**config.mk**
```make
export PLATFORM = sky130hd
export DESIGN_NAME = fpa_front
export DESIGN_NICKNAME = d
export VERILOG_FILES = /design/src/hdl/fpa_pkg.sv /design/src/hdl/fpa_front.sv
export SDC_FILE = /design/constraint.sdc
export NUM_CORES = 1
export LEC_CHECK = 0
export BUFFER_PORTS_ARGS = -buffer_cell sky130_fd_sc_hd__buf_2
export CORE_UTILIZATION = 60
export DETAILED_ROUTE_END_ITERATION = 8
export GPL_ROUTABILITY_DRIVEN = 0
export PLACE_DENSITY = 0.91
export REMOVE_ABC_BUFFERS = 1
export SYNTH_ARGS = -nofsm -noshare
export SYNTH_HDL_FRONTEND = slang
export SYNTH_SLANG_ARGS = --single-unit
```
**constraint.sdc**
```tcl
create_clock -name vclk -period 11
set_clock_uncertainty 0.05 [all_clocks]
set_input_delay 0.55 -clock vclk [all_inputs]
set_output_delay 0.55 -clock vclk [all_outputs]
set_load 0.01 [all_outputs]
```
**src/hdl/fpa_pkg.sv**
```systemverilog
// ----------------------------------------------------------------------------
// Fixed-point ALU package
// Shared types, operation codes and defaults for the fixed-point ALU.
// ----------------------------------------------------------------------------
package fpa_pkg;

    localparam int FRAC_BITS_DEF = 8;

    // Operation codes
    localparam logic [3:0] OP_ADD  = 4'd0;
    localparam logic [3:0] OP_SUB  = 4'd1;
    localparam logic [3:0] OP_MUL  = 4'd2;
    localparam logic [3:0] OP_DIV  = 4'd3;
    localparam logic [3:0] OP_MIN  = 4'd4;
    localparam logic [3:0] OP_MAX  = 4'd5;
    localparam logic [3:0] OP_INC  = 4'd6;
    localparam logic [3:0] OP_DEC  = 4'd7;
    localparam logic [3:0] OP_TOI  = 4'd8;
    localparam logic [3:0] OP_FROMI = 4'd9;

    typedef struct packed {
        logic        [3:0]  req_type;
        logic signed [31:0] operand_a;
        logic signed [31:0] operand_b;
    } t_req;

    typedef struct packed {
        logic signed [31:0] result;
        logic               a_less;
        logic               a_equal;
        logic               a_greater;
        logic               div_by_zero;
    } t_res;

    // Classified request handed from the front to the back.
    typedef struct packed {
        logic [3:0]  op;
        logic        less;
        logic        equal;
        logic        greater;
        logic        dz;
        logic        neg;
        logic [31:0] ma;
        logic [31:0] mb;
        logic [31:0] simple;
    } t_cls;

endpackage

```
**src/hdl/fpa_front.sv**
```systemverilog
// ----------------------------------------------------------------------------
// Fixed-point ALU front end
// Classifies a request: compare flags, signs, magnitudes and simple results.
// ----------------------------------------------------------------------------
module fpa_front #(
    parameter int FRAC_BITS = fpa_pkg::FRAC_BITS_DEF
) (
    input  fpa_pkg::t_req i_req,
    output fpa_pkg::t_cls o_cls
);

    logic signed [31:0] w_a;
    logic signed [31:0] w_b;
    logic               w_less;
    logic               w_greater;

    assign w_a       = i_req.operand_a;
    assign w_b       = i_req.operand_b;
    assign w_less    = w_a < w_b;
    assign w_greater = w_a > w_b;

    // Flags, sign and magnitudes for the multiplier and divider, and the
    // results that need no long arithmetic.
    always_comb begin
        o_cls.op      = i_req.req_type;
        o_cls.less    = w_less;
        o_cls.equal   = (w_a == w_b);
        o_cls.greater = w_greater;
        o_cls.dz      = (i_req.req_type == fpa_pkg::OP_DIV) && (w_b == 32'sd0);
        o_cls.neg     = w_a[31] ^ w_b[31];
        o_cls.ma      = w_a[31] ? 32'(-w_a) : 32'(w_a);
        o_cls.mb      = w_b[31] ? 32'(-w_b) : 32'(w_b);
        unique case (i_req.req_type)
            fpa_pkg::OP_ADD:   o_cls.simple = 32'(w_a + w_b);
            fpa_pkg::OP_SUB:   o_cls.simple = 32'(w_a - w_b);
            fpa_pkg::OP_MIN:   o_cls.simple = w_less ? w_a : w_b;
            fpa_pkg::OP_MAX:   o_cls.simple = w_greater ? w_a : w_b;
            fpa_pkg::OP_INC:   o_cls.simple = 32'(w_a + 32'sd1);
            fpa_pkg::OP_DEC:   o_cls.simple = 32'(w_a - 32'sd1);
            fpa_pkg::OP_TOI:   o_cls.simple = 32'(w_a >>> FRAC_BITS);
            fpa_pkg::OP_FROMI: o_cls.simple = 32'(w_a << FRAC_BITS);
            default:           o_cls.simple = 32'd0;
        endcase
    end

endmodule

```
==> impl_metrics.env, run 1 <==
export IMPL_cts_resized=0
export IMPL_firstDrtPassIters=9
export IMPL_drc=10
export IMPL_hp_class="in2out"
export IMPL_ant_nets=0
export IMPL_postCtsSetupBuffers=0
export IMPL_fin_crit_ns=6.14
export IMPL_tightest_slew_ns=1.22
export IMPL_cts_hold_buf=0
export IMPL_outcome="finished with violations"
export IMPL_ys_seq_area_frac=0
export IMPL_crit_type="in2out"
export IMPL_place_area_um2=7630
export IMPL_cp_required_ns=10.40
export IMPL_grt_max_degree=38
export IMPL_synthTopCellsByArea="xnor2_1 14%, ha_1 13%, a21oi_1 6.2%, nand2_1 5.5%, o21ai_0 4.8%"
export IMPL_path_buf_inv=4
export IMPL_cpPeakStageDelay_ns=1.04
export IMPL_antenna_found_initial=0
export IMPL_wl_met2_um=11300
export IMPL_yosys_warnings=0
export IMPL_core_area_um2=11000
export IMPL_wire_per_inst_um=21.8
export IMPL_viasPerCell=7.25
export IMPL_drv_cap=0
export IMPL_num_rows=38
export IMPL_n_sequential_cell=0
export IMPL_drive_above_1_share=0.183
export IMPL_synth_cell_types=71
export IMPL_yosysMostFrequentCell="xnor2_1"
export IMPL_io_buffer_count=173
export IMPL_cp_max_fo=33
export IMPL_die_h_um=109
export IMPL_cp_end_kind="output port"
export IMPL_post_synth_cell_area_avg_um2=6.66
export IMPL_critical_path_arrival_ns=5.54
export IMPL_critPathTopFamily="compound AO/OA/AOI/OAI gates"
export IMPL_synth_area_leader_cell="xnor2_1"
export IMPL_power_leakage_uw=0.00343
export IMPL_max_freq_ghz=0.163
export IMPL_slowest_stage="a2111oi_0"
export IMPL_wl_met1_um=9590
export IMPL_multi_input_area_um2=6340
export IMPL_vdd_drop_max_mv=0.0422
export IMPL_grt_pass1_wl_um=42700
export IMPL_rsz0062_at_grt="no"
export IMPL_maxSlewHeadroom=0.163
export IMPL_fin_nets=1275
export IMPL_nFillCells=933
export IMPL_dpl_hpwl_um=20600
export IMPL_setup_tns_ns=0
export IMPL_top_layer="met4"
export IMPL_path_cells="buf_2 > nand3b_1 > buf_4 > nor2_2 > buf_4 > a21oi_1 > fa_1 > a211oi_1 > o211ai_1 > a41o_1 > a41oi_1 > o21ai_0 > a2111oi_0 > o21ai_0 > mux2i_1 > nand4_1 > buf_2"
export IMPL_wl_met3_um=4600
export IMPL_synth_top_area_frac=0.142
export IMPL_syn_inst=1028
export IMPL_initial_core_util=0.624
export IMPL_nClkBuffers=0
export IMPL_ios=173
export IMPL_grt_pass1_vias=8338
export IMPL_overflow=0
export IMPL_grt_use_total=0.460
export IMPL_fin_area_um2=7630
export IMPL_diodes=0
export IMPL_area_growth_pct=11.4
export IMPL_dr_total_vias=9242
export IMPL_regArea_um2=0
export IMPL_period_share=0.558
export IMPL_p_per_area_nw_per_um2=64.0
export IMPL_synth_cell_area_um2=6850
export IMPL_violations="DRC"
export IMPL_hold_viol_final=0
export IMPL_die_area_um2=11900
export IMPL_first_iter_violations=1729
export IMPL_totalWireLength_um=27800
export IMPL_crit_path_start_kind="primary input"
export IMPL_final_max_slew_violation_count=0
export IMPL_synth_commonest_cells="111 x xnor2_1, 100 x nand2_1, 85 x a21oi_1"
export IMPL_setup_violations=0
export IMPL_dieWidth_um=109
==> path summary, 6_finish.rpt <==
kind / from / to / slack, ns / cells after the start
worst max-delay path: i_req[67] / o_cls[30] / 4.86 / 17
worst min-delay path: i_req[0] / o_cls[32] / 1.31 / 2
==> cells by family after synthesis <==
logic type / count (synthesis) / share of synthesized area
xor gates and xnor gates: 135 / 0.173
and+or+nand+nor: 343 / 0.261
muxes: 6 / 0.00913
adders and majority gates: 71 / 0.132
AOI/OAI and AO/OA: 346 / 0.348
buffers and inverters: 127 / 0.0767
==> through the flow <==
step	utilization	power (µW)	worst slack, ns	cells	hold slack (ns)
after detailed placement	0.695	464	5.16	1274	1.31
after global routing	0.695	521	4.85	1274	1.32
after CTS	0.695	468	5.17	1274	1.31
after floorplan	-	306	5.11	954	1.05
after global placement	0.695	456	5.34	1274	1.30
final	0.695	488	4.86	1274	1.31
==> cells in the final DEF, fill, tap and decap left out, drive strengths merged, types with 34 or more instances in the layout <==
cell type  instances
buf              180
nor2              59
a21oi             86
inv               53
nand2            100
ha                69
o21ai             69
xnor2            111
nand3             34
a21o              34
==> report_power, final <==
| part | switching [µW] | internal (µW) |
|---|---|---|
| Clock | 0 | 0 |
| Sequential | 0 | 0 |
| Combinational | 299 | 189 |
| Total | 299 | 189 |
==> routing by layer <==
metal  GRT usage  vias up
met5           0        -
met1       0.543     4052
li1            -     4071
met4       0.296        0
met3       0.181      240
met2       0.690      879
==> layout make-up <==
class | count | area share
timing repair buffer | 180 | 0.120
tap | 140 | 0.0230
inverter | 53 | 0.0261
multi-input combinational | 901 | 0.831
No activity file was read; power rests on OpenSTA's default activity.
==> inputs of run 2 (changes only) <==
--- a/config.mk
+++ b/config.mk
@@ -5,11 +5,12 @@
 export SDC_FILE = /design/constraint.sdc
 export NUM_CORES = 1
 export LEC_CHECK = 0
+export ABC_AREA = 1
 export BUFFER_PORTS_ARGS = -buffer_cell sky130_fd_sc_hd__buf_2
-export CORE_UTILIZATION = 60
+export CORE_UTILIZATION = 53
 export DETAILED_ROUTE_END_ITERATION = 8
 export GPL_ROUTABILITY_DRIVEN = 0
-export PLACE_DENSITY = 0.91
+export PLACE_DENSITY = 0.83
 export REMOVE_ABC_BUFFERS = 1
 export SYNTH_ARGS = -nofsm -noshare
 export SYNTH_HDL_FRONTEND = slang
==> constraint.sdc (replaced) <==
create_clock -name vclk -period 5.2
set_clock_uncertainty 0.05 [all_clocks]
set_input_delay 0.26 -clock vclk [all_inputs]
set_output_delay 0.26 -clock vclk [all_outputs]
set_load 0.01 [all_outputs]
==> run 2 against run 1 <==
The flow now finishes without violations. Critical path depth grew 4. Synthesized area grew 16%. Die area grew 31%. Design area grew 16%. Total power grew 120%. First-iteration DRC count grew 20%. Utilization shrank 8.8 points. Via count grew 28%. Sequential share of layout area is the same. Largest power group unchanged. Highest routed layer unchanged.
==> impl_metrics.env, run 2 <==
export IMPL_cp_end_kind="output port"
export IMPL_critPathTopFamily="simple AND/OR/NAND/NOR gates"
export IMPL_p_per_area_nw_per_um2=124
export IMPL_regArea_um2=0
export IMPL_power_leakage_uw=0.00470
export IMPL_crit_path_start_kind="primary input"
export IMPL_ys_seq_area_frac=0
export IMPL_setup_tns_ns=0
export IMPL_drive_above_1_share=0.141
export IMPL_dpl_hpwl_um=28300
export IMPL_p_int_uw=350
export IMPL_critical_path_arrival_ns=4.25
export IMPL_p_clk_frac=0
export IMPL_area_growth_pct=11.4
export IMPL_rsz0062_at_grt="no"
export IMPL_viasPerCell=6.38
export IMPL_antenna_found_initial=0
export IMPL_multi_input_area_um2=6970
export IMPL_syn_inst=1528
export IMPL_grt_use_total=0.421
export IMPL_setup_violations=0
export IMPL_maxSlewHeadroom=0.316
export IMPL_postCtsSetupBuffers=0
export IMPL_cpPeakStageDelay_ns=0.39
export IMPL_vdd_drop_max_mv=0.0509
export IMPL_fin_nets=1806
export IMPL_hp_class="in2out"
export IMPL_synth_commonest_cells="399 x nand2_1, 187 x inv_1, 167 x nor2_1"
export IMPL_nFillCells=1524
export IMPL_crit_path_frequent_cell="nand3_1"
export IMPL_cts_hold_buf=0
export IMPL_fin_crit_ns=4.56
export IMPL_dr_total_vias=11800
export IMPL_grt_pass1_vias=10700
export IMPL_firstDrtPassIters=8
export IMPL_tightest_slew_ns=1.02
export IMPL_cp_max_fo=7
export IMPL_path_cells="buf_2 > inv_1 > ha_1 > nand3_1 > nor2_1 > nand3_1 > nor3_2 > nand4_1 > xor2_1 > o21ai_0 > ha_1 > a21oi_1 > o21ai_0 > o21bai_1 > a21oi_1 > nand3_1 > nand2_1 > nor2_1 > nor2_1 > nand3_1 > buf_2"
export IMPL_hold_ws_ns=0.716
export IMPL_final_cell_mix="399 x nand2_1, 187 x inv_1, 173 x buf_2"
export IMPL_n_sequential_cell=0
export IMPL_die_h_um=124
export IMPL_dieWidth_um=124
export IMPL_first_iter_violations=2079
export IMPL_io_buffer_count=173
export IMPL_drc=0
export IMPL_synth_area_leader_cell="nand2_1"
export IMPL_initial_core_util=0.545
export IMPL_crit_end="o_cls[27]"
export IMPL_yosys_warnings=0
export IMPL_final_max_slew_violation_count=0
export IMPL_fin_area_um2=8850
export IMPL_p_switching_uw=746
export IMPL_diodes=0
export IMPL_crit_type="in2out"
export IMPL_power_frac_seq=0
export IMPL_hold_viol_final=0
export IMPL_ant_nets=0
export IMPL_die_area_um2=15500
export IMPL_synthTopCellsByArea="nand2_1 19%, ha_1 11%, nand3_1 9.3%, inv_1 8.8%, nor2_1 7.9%"
export IMPL_place_area_um2=8850
export IMPL_cts_resized=0
export IMPL_core_area_um2=14600
export IMPL_wire_per_inst_um=18.8
export IMPL_synth_cell_area_um2=7950
export IMPL_cp_required_ns=4.89
export IMPL_ios=173
export IMPL_path_depth=21
export IMPL_overflow=0
export IMPL_period_share=0.877
export IMPL_final_common_cell="nand2_1"
export IMPL_synth_top_area_frac=0.188
export IMPL_synth_cell_types=49
export IMPL_drv_cap=0
export IMPL_path_buf_inv=3
export IMPL_totalWireLength_um=34800
export IMPL_num_rows=44
export IMPL_yosysMostFrequentCell="nand2_1"
export IMPL_outcome="complete, no violations"
export IMPL_nClkBuffers=0
export IMPL_pwr_share_comb=1.000
export IMPL_sw_frac_of_total=0.681
export IMPL_slowest_stage="ha_1"
export IMPL_grt_max_degree=38
export IMPL_grt_pass1_wl_um=53000
export IMPL_post_synth_cell_area_avg_um2=5.20
export IMPL_startpoint="i_req[1]"
export IMPL_max_freq_ghz=0.219
[run 2: cell count changes in the layout (fill, tap and decap cells not counted), moves of 17 or more]
cell      before  now
inv_1         53  187
nand3_1       34  148
nand2_1      100  399
nand2b_1      20    0
xor2_1        24   58
nor2_1        57  166
a21o_1        34    6
a222oi_1      17    0
a221o_1       21    0
a21oi_1       85  106
o21ai_0       66  119
xnor2_1      111    9
[run 2: cell families after synthesis]
group	share of synthesized area
compound gates	0.214
xor+xnor	0.0738
fa+ha+maj	0.114
buf+inv	0.123
simple gates	0.475
[run 2: area by class of cell]
cell class / instances / share of cell area
repair buffers: 180 / 0.104
inverters: 195 / 0.0827
well taps: 184 / 0.0260
multi-input cells: 1290 / 0.788
[run 2: through the flow]
step	worst slack [ns]	utilization	power, µW	instances
6_report	0.642	0.607	1100	1849
3_5_place_dp	0.827	0.607	1040	1849
5_1_grt	0.476	0.607	1170	1849
2_1_floorplan	1.80	-	680	1485
4_1_cts	0.829	0.607	1040	1849
3_3_place_gp	0.972	0.607	1020	1849
[run 2: routing by layer]
layer	vias up	part of all wire	track usage
met5	-	0	0
met4	0	0.076	0.253
met3	264	0.16	0.0812
met2	1013	0.41	0.653
met1	5145	0.35	0.537
li1	5375	-	-
[run 2: worst min path at each step]
stage,start,endpoint,slack [ns],cells past startpoint
after global routing,i_req[32],o_cls[64],0.72,2
after global placement,i_req[32],o_cls[64],0.71,2
final,i_req[32],o_cls[64],0.72,2
after CTS,i_req[32],o_cls[64],0.72,2
after floorplan,i_req[64],o_cls[101],0.47,0
after detailed placement,i_req[32],o_cls[64],0.71,2
[run 2: power by group through the flow]
stage          Sequential (µW)  Clock, µW  Combinational (µW)
2_1_floorplan                0          0                 680
3_3_place_gp                 0          0                1020
3_5_place_dp                 0          0                1040
6_report                     0          0                1100
4_1_cts                      0          0                1040
5_1_grt                      0          0                1170
