--- config.mk ---
export PLATFORM = sky130hd
export DESIGN_NAME = fpa_queue
export DESIGN_NICKNAME = d
export VERILOG_FILES = /design/src/hdl/fpa_pkg.sv /design/src/hdl/fpa_queue.sv
export SDC_FILE = /design/constraint.sdc
export NUM_CORES = 1
export LEC_CHECK = 0
export ABC_CLOCK_PERIOD_IN_PS = 9000
export BUFFER_PORTS_ARGS = -buffer_cell sky130_fd_sc_hd__buf_2
export CORE_MARGIN = 3
export CORE_UTILIZATION = 30
export DETAILED_ROUTE_END_ITERATION = 8
export PLACE_DENSITY = 0.52
export SLEW_MARGIN = 10
export SYNTH_ARGS = -nofsm -noshare
export SYNTH_HDL_FRONTEND = slang
export SYNTH_SLANG_ARGS = --single-unit
--- constraint.sdc ---
create_clock -name i_clk -period 9 [get_ports i_clk]
set_input_delay 1.35 -clock i_clk [delete_from_list [all_inputs] [get_ports i_clk]]
set_output_delay 1.35 -clock i_clk [all_outputs]
set_load 0.02 [all_outputs]
--- src/hdl/fpa_pkg.sv ---
// ----------------------------------------------------------------------------
// Fixed-point ALU package
// Shared types, operation codes and defaults for the fixed-point ALU.
// ----------------------------------------------------------------------------
package fpa_pkg;

    localparam int FRAC_BITS_DEF = 8;

    // Operation codes
    localparam logic [3:0] OP_ADD  = 4'd0;
    localparam logic [3:0] OP_SUB  = 4'd1;
    localparam logic [3:0] OP_MUL  = 4'd2;
    localparam logic [3:0] OP_DIV  = 4'd3;
    localparam logic [3:0] OP_MIN  = 4'd4;
    localparam logic [3:0] OP_MAX  = 4'd5;
    localparam logic [3:0] OP_INC  = 4'd6;
    localparam logic [3:0] OP_DEC  = 4'd7;
    localparam logic [3:0] OP_TOI  = 4'd8;
    localparam logic [3:0] OP_FROMI = 4'd9;

    typedef struct packed {
        logic        [3:0]  req_type;
        logic signed [31:0] operand_a;
        logic signed [31:0] operand_b;
    } t_req;

    typedef struct packed {
        logic signed [31:0] result;
        logic               a_less;
        logic               a_equal;
        logic               a_greater;
        logic               div_by_zero;
    } t_res;

    // Classified request handed from the front to the back.
    typedef struct packed {
        logic [3:0]  op;
        logic        less;
        logic        equal;
        logic        greater;
        logic        dz;
        logic        neg;
        logic [31:0] ma;
        logic [31:0] mb;
        logic [31:0] simple;
    } t_cls;

endpackage

--- src/hdl/fpa_queue.sv ---
// ----------------------------------------------------------------------------
// Fixed-point ALU request queue
// Two-entry queue between the front end and the execution pipeline.
// ----------------------------------------------------------------------------
module fpa_queue (
    input  logic          i_clk,
    input  logic          i_rst_n,
    input  logic          i_push,
    input  fpa_pkg::t_cls i_data,
    input  logic          i_pop,
    output fpa_pkg::t_cls o_data,
    output logic          o_empty,
    output logic          o_full
);

    fpa_pkg::t_cls r_mem [2];
    logic          r_wptr;
    logic          r_rptr;
    logic [1:0]    r_count;
    logic          w_pop;
    logic          w_push;

    assign o_empty = (r_count == 2'd0);
    assign o_full  = (r_count == 2'd2);
    assign w_pop   = i_pop && !o_empty;
    assign w_push  = i_push && !o_full;
    assign o_data  = r_mem[r_rptr];

    // Storage.
    always_ff @(posedge i_clk) begin
        if (w_push) begin
            r_mem[r_wptr] <= i_data;
        end
    end

    // Pointers and fill count.
    always_ff @(posedge i_clk) begin
        if (!i_rst_n) begin
            r_wptr  <= 1'b0;
            r_rptr  <= 1'b0;
            r_count <= 2'd0;
        end else begin
            if (w_push) r_wptr <= ~r_wptr;
            if (w_pop)  r_rptr <= ~r_rptr;
            r_count <= r_count + {1'b0, w_push} - {1'b0, w_pop};
        end
    end

endmodule

==> results of run 1 <==
state kept, by name, indices dropped and copies added, names as in the netlist, named ones only:
| name | count |
|---|---|
| r_mem | 210 |
| r_count | 2 |
| r_rptr | 1 |
| r_wptr | 1 |
routing by layer:
layer	track usage	vias to the layer above
met1	0.129	1987
met3	0.0339	23
met2	0.181	155
li1	-	1855
met4	0.0317	4
met5	0	-
path summary, 6_finish.rpt:
kind / cells past startpoint / start / endpoint
setup / recovery: 3 / flip-flop / o_data[3]
hold / removal: 2 / r_rptr / r_rptr
setup reg to reg: 4 / r_count[0] / r_mem[0][88]
hold reg to reg: 2 / r_rptr / r_rptr
critical path, delay by kind of cell, from the launching register on:
family / cells / cell delay [ps]
buffers and inverters: 2 / 970
multiplexers: 1 / 410
flip-flops: 1 / 840
metrics by stage:
| stage | worst slack, ps | cell area, um2 | power, uW | instances |
|---|---|---|---|---|
| floorplan | 2620 | 8060 | 2060 | 354 |
| global placement | 5250 | 9440 | 2280 | 895 |
| detailed placement | 5200 | 9440 | 2300 | 895 |
| CTS | 4680 | 10100 | 3160 | 933 |
| global route | 4560 | 10100 | 3270 | 933 |
| finish | 4780 | 10100 | 3100 | 933 |
cells in the final DEF, fill, tap and decap left out, types with 2 or more instances in the layout:
master	count
sky130_fd_sc_hd__ha_1	2
sky130_fd_sc_hd__clkbuf_16	23
sky130_fd_sc_hd__clkinv_1	3
sky130_fd_sc_hd__edfxtp_1	210
sky130_fd_sc_hd__mux2_2	55
sky130_fd_sc_hd__inv_1	3
sky130_fd_sc_hd__nand2_1	2
sky130_fd_sc_hd__and2_1	2
sky130_fd_sc_hd__clkinv_2	5
sky130_fd_sc_hd__dfxtp_1	4
sky130_fd_sc_hd__clkbuf_1	5
sky130_fd_sc_hd__buf_2	215
sky130_fd_sc_hd__mux2_4	50
sky130_fd_sc_hd__buf_4	3
sky130_fd_sc_hd__nor2_1	4
sky130_fd_sc_hd__nand2b_1	2
power by group through the flow:
stage	sequential [uW]	combinational, uW	clock, uW
4_1_cts	1370	910	879
5_1_grt	1390	949	931
3_5_place_dp	1390	906	0
2_1_floorplan	1360	698	0
6_report	1370	886	844
3_3_place_gp	1380	899	0
cells by family (layout without fill, tap and decap cells):
| group | count (synthesis) | after routing | share of synthesized area |
|---|---|---|---|
| AOI/OAI and AO/OA | 1 | 1 | 0.000932 |
| xor gates and xnor gates | 2 | 2 | 0.00217 |
| adders and majority gates | 2 | 2 | 0.00310 |
| buffers and inverters | 15 | 259 | 0.0202 |
| DFF | 215 | 215 | 0.795 |
| muxes | 106 | 106 | 0.171 |
| and+or+nand+nor | 13 | 13 | 0.00776 |
area by class of cell:
cell class                 instances  area share
inverter                           3     0.00111
clock inverter                    10     0.00730
tap                              335      0.0415
clock buffer                      28      0.0588
timing repair buffer             218       0.109
multi-input combinational        124       0.149
sequential                       215       0.634
==> flow_results.xml, run 1 <==
<?xml version="1.0" encoding="UTF-8"?>
<metrics>
  <group name="status">
    <metric name="run_status" unit="">finished clean</metric>
  </group>
  <group name="power">
    <metric name="power.net_switching" unit="uW">936</metric>
    <metric name="power_dens_cells" unit="nW/um2">307</metric>
    <metric name="sequentialPowerShare" unit="">0.442</metric>
    <metric name="clockPowerShare" unit="">0.272</metric>
    <metric name="total_leakage_power" unit="uW">0.00384</metric>
    <metric name="ir_drop" unit="V">0.000215</metric>
    <metric name="intPower" unit="uW">2160</metric>
    <metric name="sw_frac_of_total" unit="">0.302</metric>
    <metric name="power.share.combinational" unit="">0.286</metric>
  </group>
  <group name="layout">
    <metric name="finish.utilization" unit="">0.386</metric>
    <metric name="drive_above_1_share" unit="">0.595</metric>
    <metric name="nets" unit="">696</metric>
    <metric name="multi_input_area" unit="um2">1510</metric>
    <metric name="antenna-diode-count" unit="">0</metric>
    <metric name="layout.area.seq" unit="um2">6410</metric>
    <metric name="area_growth" unit="%">25.4</metric>
    <metric name="n_fill_cell" unit="">2398</metric>
  </group>
  <group name="detailed_routing">
    <metric name="vias" unit="">4024</metric>
    <metric name="vias_per_cell" unit="">4.31</metric>
    <metric name="post_drt_wl_per_cell" unit="um">17.0</metric>
    <metric name="met3RoutedLength" unit="um">1280</metric>
    <metric name="first_pass_iters" unit="">4</metric>
    <metric name="antenna_violating_nets_post_route" unit="">0</metric>
    <metric name="topRoutingLayerUsed" unit="">met5</metric>
    <metric name="route.layer.met1.wl" unit="um">6450</metric>
    <metric name="drc_errors" unit="">0</metric>
    <metric name="drt-initial-drc-count" unit="">143</metric>
    <metric name="wl_met2" unit="um">7850</metric>
    <metric name="wl" unit="um">15900</metric>
  </group>
  <group name="clock_tree">
    <metric name="ctsLongestPathBuffers" unit="">3</metric>
    <metric name="cts_made_buffers" unit="">23</metric>
    <metric name="tritoncts" unit="">done</metric>
    <metric name="insertion_delay" unit="ps">490</metric>
    <metric name="cts-htree-levels" unit="">1</metric>
    <metric name="cts_root_buffer" unit="">sky130_fd_sc_hd__clkbuf_16</metric>
    <metric name="clk_pin_slew" unit="ps">60</metric>
    <metric name="post_cts.resized_instances" unit="">0</metric>
    <metric name="numClockSinks" unit="">215</metric>
    <metric name="post_cts_buffers" unit="">0</metric>
    <metric name="ctsHoldBuffers" unit="">0</metric>
  </group>
  <group name="run">
    <metric name="maxCapViolations" unit="">0</metric>
  </group>
  <group name="setup_path">
    <metric name="cp_cell_sequence" unit="">buf_4 -&gt; mux2_2 -&gt; buf_2</metric>
    <metric name="cpMaxStageDelayCell" unit="">sky130_fd_sc_hd__dfxtp_4</metric>
    <metric name="crit_path_max_incr_delay" unit="ps">840</metric>
    <metric name="worst_path_fanout_max" unit="">66</metric>
    <metric name="cp.arrival" unit="ps">2870</metric>
    <metric name="critical_path_required" unit="ps">7650</metric>
    <metric name="r2r_setup_slack" unit="ps">6190</metric>
    <metric name="start_kind" unit="">flip-flop</metric>
    <metric name="type_of_the_worst_setup_path" unit="">flip-flop to primary output</metric>
    <metric name="worst_setup_path_end_kind" unit="">primary output</metric>
  </group>
  <group name="floorplan">
    <metric name="chip_width" unit="um">170</metric>
    <metric name="floorplan.rows" unit="">59</metric>
    <metric name="floorplan.initialDensity" unit="">0.308</metric>
    <metric name="fp.dieArea" unit="um2">28900</metric>
    <metric name="core_area" unit="um2">26200</metric>
    <metric name="die_h" unit="um">170</metric>
    <metric name="ioPinCount" unit="">216</metric>
  </group>
  <group name="grt">
    <metric name="grt_first_pass_wirelength" unit="um">24100</metric>
    <metric name="grt_max_degree" unit="">77</metric>
    <metric name="via_count_of_the_first_global_routing_pass" unit="">4393</metric>
    <metric name="global_route.usage.total" unit="">0.106</metric>
    <metric name="antenna_found_initial" unit="">2</metric>
    <metric name="gr-total-overflow" unit="">0</metric>
  </group>
  <group name="sta">
    <metric name="setup_violations" unit="">0</metric>
    <metric name="timing.hold.ws" unit="ps">522</metric>
    <metric name="clock-skew-final" unit="ps">6.98</metric>
    <metric name="report.final.hold_viol_count" unit="">0</metric>
    <metric name="maxSlewHeadroom" unit="">0.285</metric>
    <metric name="worst_pin_slew" unit="ps">1070</metric>
    <metric name="report.final.slew_viol_count" unit="">0</metric>
    <metric name="timing.setup.tns" unit="ps">0</metric>
    <metric name="post-route-period-util" unit="">0.468</metric>
    <metric name="fmaxAchievable" unit="GHz">0.237</metric>
    <metric name="post-route-min-period" unit="ps">4220</metric>
    <metric name="rsz_0062_raised_after_global_routing" unit="">false</metric>
  </group>
  <group name="yosys">
    <metric name="yosys.area.top_type_share" unit="">0.782</metric>
    <metric name="synthArstFlopShare" unit="">0</metric>
    <metric name="netlist-cell-type-count" unit="">20</metric>
    <metric name="synth.most_common_cell" unit="">sky130_fd_sc_hd__edfxtp_1</metric>
    <metric name="yosysWarnings" unit="">0</metric>
    <metric name="netlist_area" unit="um2">8060</metric>
    <metric name="count_of_flip_flops_with_a_built_in_enable_after_synthesis" unit="">210</metric>
    <metric name="synth.ff_latch_count" unit="">215</metric>
    <metric name="synth-main-ff-cell" unit="">sky130_fd_sc_hd__edfxtp_1</metric>
    <metric name="synth.cells.most_frequent" unit="">210 x sky130_fd_sc_hd__edfxtp_1, 55 x sky130_fd_sc_hd__mux2_2, 50 x sky130_fd_sc_hd__mux2_4</metric>
    <metric name="synth_cells" unit="">354</metric>
    <metric name="synth.yosys.seq_area_share" unit="">0.795</metric>
    <metric name="synth.largest_area_cell" unit="">sky130_fd_sc_hd__edfxtp_1</metric>
    <metric name="syn-mean-instance-area" unit="um2">22.8</metric>
    <metric name="synthesis.nets" unit="">465</metric>
    <metric name="synthTopCellsByArea" unit="">sky130_fd_sc_hd__edfxtp_1 78%, sky130_fd_sc_hd__mux2_4 9.3%, sky130_fd_sc_hd__mux2_2 7.7%, sky130_fd_sc_hd__buf_12 1.2%, sky130_fd_sc_hd__dfxtp_1 1.2%</metric>
  </group>
  <group name="place">
    <metric name="dp_hpwl" unit="um">10600</metric>
    <metric name="buffer_ports.inserted" unit="">215</metric>
    <metric name="place_congestion" unit="">0.712</metric>
  </group>
  <group name="hold_path">
    <metric name="worst_hold_path_type" unit="">flip-flop to flip-flop</metric>
  </group>
</metrics>
Power figures use the tool's default switching activity.
==> run 2: changes to the inputs <==
Settings changed: ABC_CLOCK_PERIOD_IN_PS 9000 to 3800, PLACE_DENSITY 0.52 to 0.54.
Clock period 9 ns to 3.8 ns, I/O delays scaled along.
==> run 2 against run 1 <==
Compared with the run above:
- final area rose by 2.1%
- flip-flop and latch count did not move
- critical path depth did not move
- sequential share of layout area fell by 1.3 points
- non-clock buffer count rose by 3
- clock power rose to 2.8 times the previous value
- cell count rose by 0.75%
- first-iteration DRC count rose by 34%
- power rose by 150%
- critical path type unchanged
- highest routed layer unchanged
==> flow_results.xml, run 2 (synthesized netlist as in run 1, its figures left out) <==
<?xml version="1.0" encoding="UTF-8"?>
<metrics>
  <group name="floorplan">
    <metric name="chip_width" unit="um">170</metric>
    <metric name="fp.dieArea" unit="um2">28900</metric>
    <metric name="floorplan.initialDensity" unit="">0.308</metric>
    <metric name="floorplan.rows" unit="">59</metric>
    <metric name="die_h" unit="um">170</metric>
    <metric name="core_area" unit="um2">26200</metric>
    <metric name="ioPinCount" unit="">216</metric>
  </group>
  <group name="grt">
    <metric name="antenna_found_initial" unit="">2</metric>
    <metric name="grt_max_degree" unit="">59</metric>
    <metric name="global_route.usage.total" unit="">0.105</metric>
    <metric name="grt_first_pass_wirelength" unit="um">23700</metric>
    <metric name="via_count_of_the_first_global_routing_pass" unit="">4408</metric>
    <metric name="gr-total-overflow" unit="">0</metric>
  </group>
  <group name="detailed_routing">
    <metric name="first_pass_iters" unit="">4</metric>
    <metric name="drt-initial-drc-count" unit="">191</metric>
    <metric name="antenna_violating_nets_post_route" unit="">0</metric>
    <metric name="drc_errors" unit="">0</metric>
    <metric name="post_drt_wl_per_cell" unit="um">17.1</metric>
    <metric name="wl" unit="um">16100</metric>
    <metric name="vias" unit="">4037</metric>
    <metric name="vias_per_cell" unit="">4.29</metric>
  </group>
  <group name="run">
    <metric name="maxCapViolations" unit="">0</metric>
  </group>
  <group name="layout">
    <metric name="multi_input_area" unit="um2">1510</metric>
    <metric name="layout_common_cells" unit="">215 x sky130_fd_sc_hd__buf_2, 210 x sky130_fd_sc_hd__edfxtp_1, 55 x sky130_fd_sc_hd__mux2_2, 50 x sky130_fd_sc_hd__mux2_4, 25 x sky130_fd_sc_hd__clkbuf_16</metric>
    <metric name="layout.area.seq" unit="um2">6410</metric>
    <metric name="biggestRegsByFlops" unit="">r_mem x210, r_count x2</metric>
    <metric name="finish.utilization" unit="">0.394</metric>
    <metric name="nets" unit="">700</metric>
    <metric name="drive_above_1_share" unit="">0.594</metric>
    <metric name="area_growth" unit="%">28.1</metric>
    <metric name="layoutNonFillerInstCount" unit="">940</metric>
    <metric name="largest_register" unit="">r_mem</metric>
    <metric name="largest_reg_flops" unit="">210</metric>
    <metric name="n_fill_cell" unit="">2380</metric>
    <metric name="layout_commonest_cell" unit="">sky130_fd_sc_hd__buf_2</metric>
  </group>
  <group name="setup_path">
    <metric name="type_of_the_worst_setup_path" unit="">flip-flop to primary output</metric>
    <metric name="critical_path_required" unit="ps">3230</metric>
    <metric name="worst_setup_path_end_kind" unit="">primary output</metric>
    <metric name="cp.arrival" unit="ps">2360</metric>
    <metric name="start_kind" unit="">flip-flop</metric>
    <metric name="worst_path_fanout_max" unit="">50</metric>
  </group>
  <group name="place">
    <metric name="numPlacedInstances" unit="">898</metric>
    <metric name="pre_cts_ws" unit="ps">1300</metric>
    <metric name="place_congestion" unit="">0.754</metric>
    <metric name="buffer_ports.inserted" unit="">215</metric>
    <metric name="dp_hpwl" unit="um">10900</metric>
  </group>
  <group name="clock_tree">
    <metric name="clk_pin_slew" unit="ps">50</metric>
    <metric name="cts_root_buffer" unit="">sky130_fd_sc_hd__clkbuf_16</metric>
    <metric name="insertion_delay" unit="ps">500</metric>
    <metric name="ctsHoldBuffers" unit="">0</metric>
    <metric name="post_cts_buffers" unit="">0</metric>
    <metric name="post_cts.resized_instances" unit="">0</metric>
    <metric name="ctsLongestPathBuffers" unit="">3</metric>
    <metric name="numClockSinks" unit="">215</metric>
    <metric name="cts_made_buffers" unit="">24</metric>
    <metric name="tritoncts" unit="">done</metric>
    <metric name="cts-htree-levels" unit="">1</metric>
  </group>
  <group name="sta">
    <metric name="worst_pin_slew" unit="ps">844</metric>
    <metric name="post-route-period-util" unit="">0.772</metric>
    <metric name="timing.setup.tns" unit="ps">0</metric>
    <metric name="rsz_0062_raised_after_global_routing" unit="">false</metric>
    <metric name="fin_ws" unit="ps">866</metric>
    <metric name="setup_violations" unit="">0</metric>
    <metric name="clock-skew-final" unit="ps">10.5</metric>
    <metric name="maxSlewHeadroom" unit="">0.437</metric>
    <metric name="report.final.slew_viol_count" unit="">0</metric>
    <metric name="post-route-min-period" unit="ps">2930</metric>
    <metric name="fmaxAchievable" unit="GHz">0.341</metric>
    <metric name="report.final.hold_viol_count" unit="">0</metric>
  </group>
  <group name="status">
    <metric name="run_status" unit="">finished clean</metric>
  </group>
  <group name="hold_path">
    <metric name="worst_hold_path_type" unit="">primary input to flip-flop</metric>
  </group>
  <group name="power">
    <metric name="power_dens_cells" unit="nW/um2">751</metric>
    <metric name="ir_drop" unit="V">0.000408</metric>
    <metric name="total_leakage_power" unit="uW">0.00393</metric>
  </group>
</metrics>
## run 2: worst max-delay path: stages (launching register included)
cell	delay, ps
sky130_fd_sc_hd__dfxtp_4	890
sky130_fd_sc_hd__buf_4	420
sky130_fd_sc_hd__mux2_2	380
sky130_fd_sc_hd__buf_2	160
## run 2: path summary, 6_finish.rpt
kind,startpoint,to,slack (ps),depth (start not counted)
worst min-delay path,i_data[17],r_mem[1][17],250,1
worst max register to register,r_count[0],r_mem[0][41],1690,4
worst max-delay path,flip-flop,o_data[22],870,3
worst min register to register,r_rptr,flip-flop,520,2
## run 2: power by group
part,switching (uW),leakage (uW),internal [uW]
clock,858,0.000394,1530
combinational,1190,0.00153,919
sequential,193,0.00200,3060
## run 2: final cells by class
| type | count | share of cell area |
|---|---|---|
| Timing Repair Buffer | 221 | 0.112 |
| Multi-Input combinational cell | 124 | 0.146 |
| Clock inverter | 11 | 0.0167 |
| Clock buffer | 30 | 0.0624 |
| Inverter | 3 | 0.00109 |
| Antenna cell | 1 | 0.000242 |
| Sequential cell | 215 | 0.621 |
| Tap cell | 335 | 0.0406 |
## run 2: per-layer routing
metal | vias up | wire (um) | track usage
li1 | 1873 | - | -
met1 | 1966 | 6420 | 0.121
met2 | 152 | 8000 | 0.188
met3 | 42 | 1180 | 0.0332
met4 | 4 | 451 | 0.0314
met5 | - | 25 | 0
## run 2: stage by stage
step | cell area [um2] | total power (uW) | hold WS [ps]
after floorplan | 8070 | 4850 | 481
after global routing | 10300 | 8110 | 221
after CTS | 10300 | 7890 | 222
final | 10300 | 7750 | 252
after global placement | 9500 | 5420 | 495
after detailed placement | 9500 | 5470 | 504
==> run 3: changes to the inputs <==
Settings changed: ABC_CLOCK_PERIOD_IN_PS 3800 to 2500.
Clock period 3.8 ns to 2.5 ns, I/O delays scaled along.
==> run 3 against run 2 <==
Compared with the run above:
- setup slack worse by 640 ps
- flip-flop and latch count unchanged
- non-clock buffer count down 2
- combinational power up 59%
- first-iteration DRC count down 10%
- cell count down 0.11%
- clock skew down 3.4 ps
- hold slack worse by 190 ps
- critical endpoint is now o_data[1]
- core utilization down 0.095 points
==> flow_results.xml, run 3 (synthesized netlist as in run 1, its figures left out) <==
<?xml version="1.0" encoding="UTF-8"?>
<metrics>
  <group name="status">
    <metric name="run_status" unit="">finished clean</metric>
  </group>
  <group name="layout">
    <metric name="biggestRegsByFlops" unit="">r_mem x210, r_count x2</metric>
    <metric name="largest_reg_flops" unit="">210</metric>
    <metric name="layout_common_cells" unit="">215 x sky130_fd_sc_hd__buf_2, 210 x sky130_fd_sc_hd__edfxtp_1, 55 x sky130_fd_sc_hd__mux2_2, 50 x sky130_fd_sc_hd__mux2_4, 25 x sky130_fd_sc_hd__clkbuf_16</metric>
    <metric name="area_growth" unit="%">27.8</metric>
    <metric name="largest_register" unit="">r_mem</metric>
    <metric name="nets" unit="">698</metric>
    <metric name="antenna-diode-count" unit="">0</metric>
    <metric name="drive_above_1_share" unit="">0.608</metric>
    <metric name="n_fill_cell" unit="">2385</metric>
    <metric name="layout_commonest_cell" unit="">sky130_fd_sc_hd__buf_2</metric>
  </group>
  <group name="sta">
    <metric name="clock-skew-final" unit="ps">7.11</metric>
    <metric name="rsz_0062_raised_after_global_routing" unit="">false</metric>
    <metric name="post-route-period-util" unit="">0.910</metric>
    <metric name="report.final.slew_viol_count" unit="">0</metric>
    <metric name="fmaxAchievable" unit="GHz">0.439</metric>
    <metric name="post-route-min-period" unit="ps">2280</metric>
    <metric name="fin_ws" unit="ps">224</metric>
    <metric name="timing.setup.tns" unit="ps">0</metric>
    <metric name="maxSlewHeadroom" unit="">0.576</metric>
    <metric name="report.final.hold_viol_count" unit="">0</metric>
    <metric name="worst_pin_slew" unit="ps">636</metric>
    <metric name="setup_violations" unit="">0</metric>
  </group>
  <group name="place">
    <metric name="dp_hpwl" unit="um">10200</metric>
    <metric name="place_congestion" unit="">0.726</metric>
    <metric name="pre_cts_ws" unit="ps">729</metric>
    <metric name="buffer_ports.inserted" unit="">215</metric>
  </group>
  <group name="detailed_routing">
    <metric name="vias" unit="">4042</metric>
    <metric name="antenna_violating_nets_post_route" unit="">0</metric>
    <metric name="drc_errors" unit="">0</metric>
    <metric name="first_pass_iters" unit="">4</metric>
    <metric name="wl" unit="um">16000</metric>
    <metric name="post_drt_wl_per_cell" unit="um">17.1</metric>
    <metric name="drt-initial-drc-count" unit="">171</metric>
    <metric name="vias_per_cell" unit="">4.30</metric>
  </group>
  <group name="power">
    <metric name="total_leakage_power" unit="uW">0.00393</metric>
    <metric name="power_dens_cells" unit="nW/um2">1130</metric>
    <metric name="ir_drop" unit="V">0.000641</metric>
  </group>
  <group name="setup_path">
    <metric name="worst_path_fanout_max" unit="">31</metric>
    <metric name="worst_setup_path_end_kind" unit="">primary output</metric>
    <metric name="cp.arrival" unit="ps">1900</metric>
    <metric name="start_kind" unit="">flip-flop</metric>
    <metric name="worstReg2RegStart" unit="">r_count[0]</metric>
    <metric name="critical_path_required" unit="ps">2120</metric>
    <metric name="type_of_the_worst_setup_path" unit="">flip-flop to primary output</metric>
  </group>
  <group name="grt">
    <metric name="global_route.usage.total" unit="">0.105</metric>
    <metric name="grt_use_met1" unit="">0.130</metric>
    <metric name="gr-total-overflow" unit="">0</metric>
    <metric name="met3_use_gr" unit="">0.0341</metric>
    <metric name="grt_first_pass_wirelength" unit="um">23800</metric>
    <metric name="antenna_found_initial" unit="">3</metric>
    <metric name="m2_gr_usage" unit="">0.177</metric>
    <metric name="grt-busiest-layer" unit="">met2</metric>
    <metric name="grt_max_degree" unit="">106</metric>
    <metric name="via_count_of_the_first_global_routing_pass" unit="">4325</metric>
  </group>
  <group name="clock_tree">
    <metric name="ctsLongestPathBuffers" unit="">3</metric>
    <metric name="post_cts_buffers" unit="">0</metric>
    <metric name="insertion_delay" unit="ps">500</metric>
    <metric name="clk_pin_slew" unit="ps">60</metric>
    <metric name="tritoncts" unit="">done</metric>
    <metric name="cts-htree-levels" unit="">1</metric>
    <metric name="cts_root_buffer" unit="">sky130_fd_sc_hd__clkbuf_16</metric>
    <metric name="post_cts.resized_instances" unit="">0</metric>
    <metric name="cts_made_buffers" unit="">24</metric>
    <metric name="ctsHoldBuffers" unit="">0</metric>
    <metric name="numClockSinks" unit="">215</metric>
  </group>
  <group name="floorplan">
    <metric name="core_area" unit="um2">26200</metric>
    <metric name="ioPinCount" unit="">216</metric>
    <metric name="floorplan.rows" unit="">59</metric>
    <metric name="floorplan.initialDensity" unit="">0.308</metric>
    <metric name="die_h" unit="um">170</metric>
    <metric name="chip_width" unit="um">170</metric>
    <metric name="fp.dieArea" unit="um2">28900</metric>
  </group>
  <group name="hold_path">
    <metric name="worst_hold_path_type" unit="">primary input to flip-flop</metric>
    <metric name="worst_hold_startpoint" unit="">i_data[18]</metric>
  </group>
  <group name="run">
    <metric name="maxCapViolations" unit="">0</metric>
  </group>
</metrics>
[run 3: routing by layer]
| layer | vias up | wire length, um |
|---|---|---|
| li1 | 1867 | - |
| met5 | - | 43 |
| met1 | 1989 | 6650 |
| met3 | 31 | 1220 |
| met2 | 149 | 7830 |
| met4 | 6 | 277 |
[run 3: final timing paths]
kind / to / slack (ps) / cells past startpoint
worst max-delay path: o_data[1] / 220 / 3
worst min register to register: r_rptr / 520 / 2
worst min-delay path: r_mem[1][18] / 60 / 1
worst max register to register: r_mem[0][69] / 890 / 4
[run 3: power breakdown]
part | switching (uW) | total [uW] | leakage [uW] | internal [uW]
logic | 1960 | 3360 | 0.00152 | 1400
registers | 156 | 4810 | 0.00200 | 4650
clock network | 1340 | 3470 | 0.000397 | 2130
total | 3460 | 11600 | 0.00393 | 8180
[run 3: per-stage QoR]
step,utilization,cell area (um2),instances,total power [uW],hold slack (ps)
after floorplan,-,8090,354,7380,474
after global routing,0.393,10300,939,12200,25.5
after global placement,0.363,9510,896,8250,495
after detailed placement,0.363,9510,896,8320,506
final,0.393,10300,939,11600,57.5
after CTS,0.393,10300,939,11900,19.7
[run 3: worst max-delay path: stages (launching register included)]
cell and delay, ps:
sky130_fd_sc_hd__dfxtp_4 360, sky130_fd_sc_hd__buf_4 460, sky130_fd_sc_hd__mux2_2 410, sky130_fd_sc_hd__buf_2 160
[run 3: final cells by class]
type                    instances  area, um2  area share
flip-flops and latches        215       6410       0.623
multi-input cells             124       1520       0.148
repair buffers                219       1140       0.111
clock buffers                  27        633      0.0615
well taps                     335        419      0.0407
clock inverters                16        160      0.0156
inverters                       3       11.3     0.00109
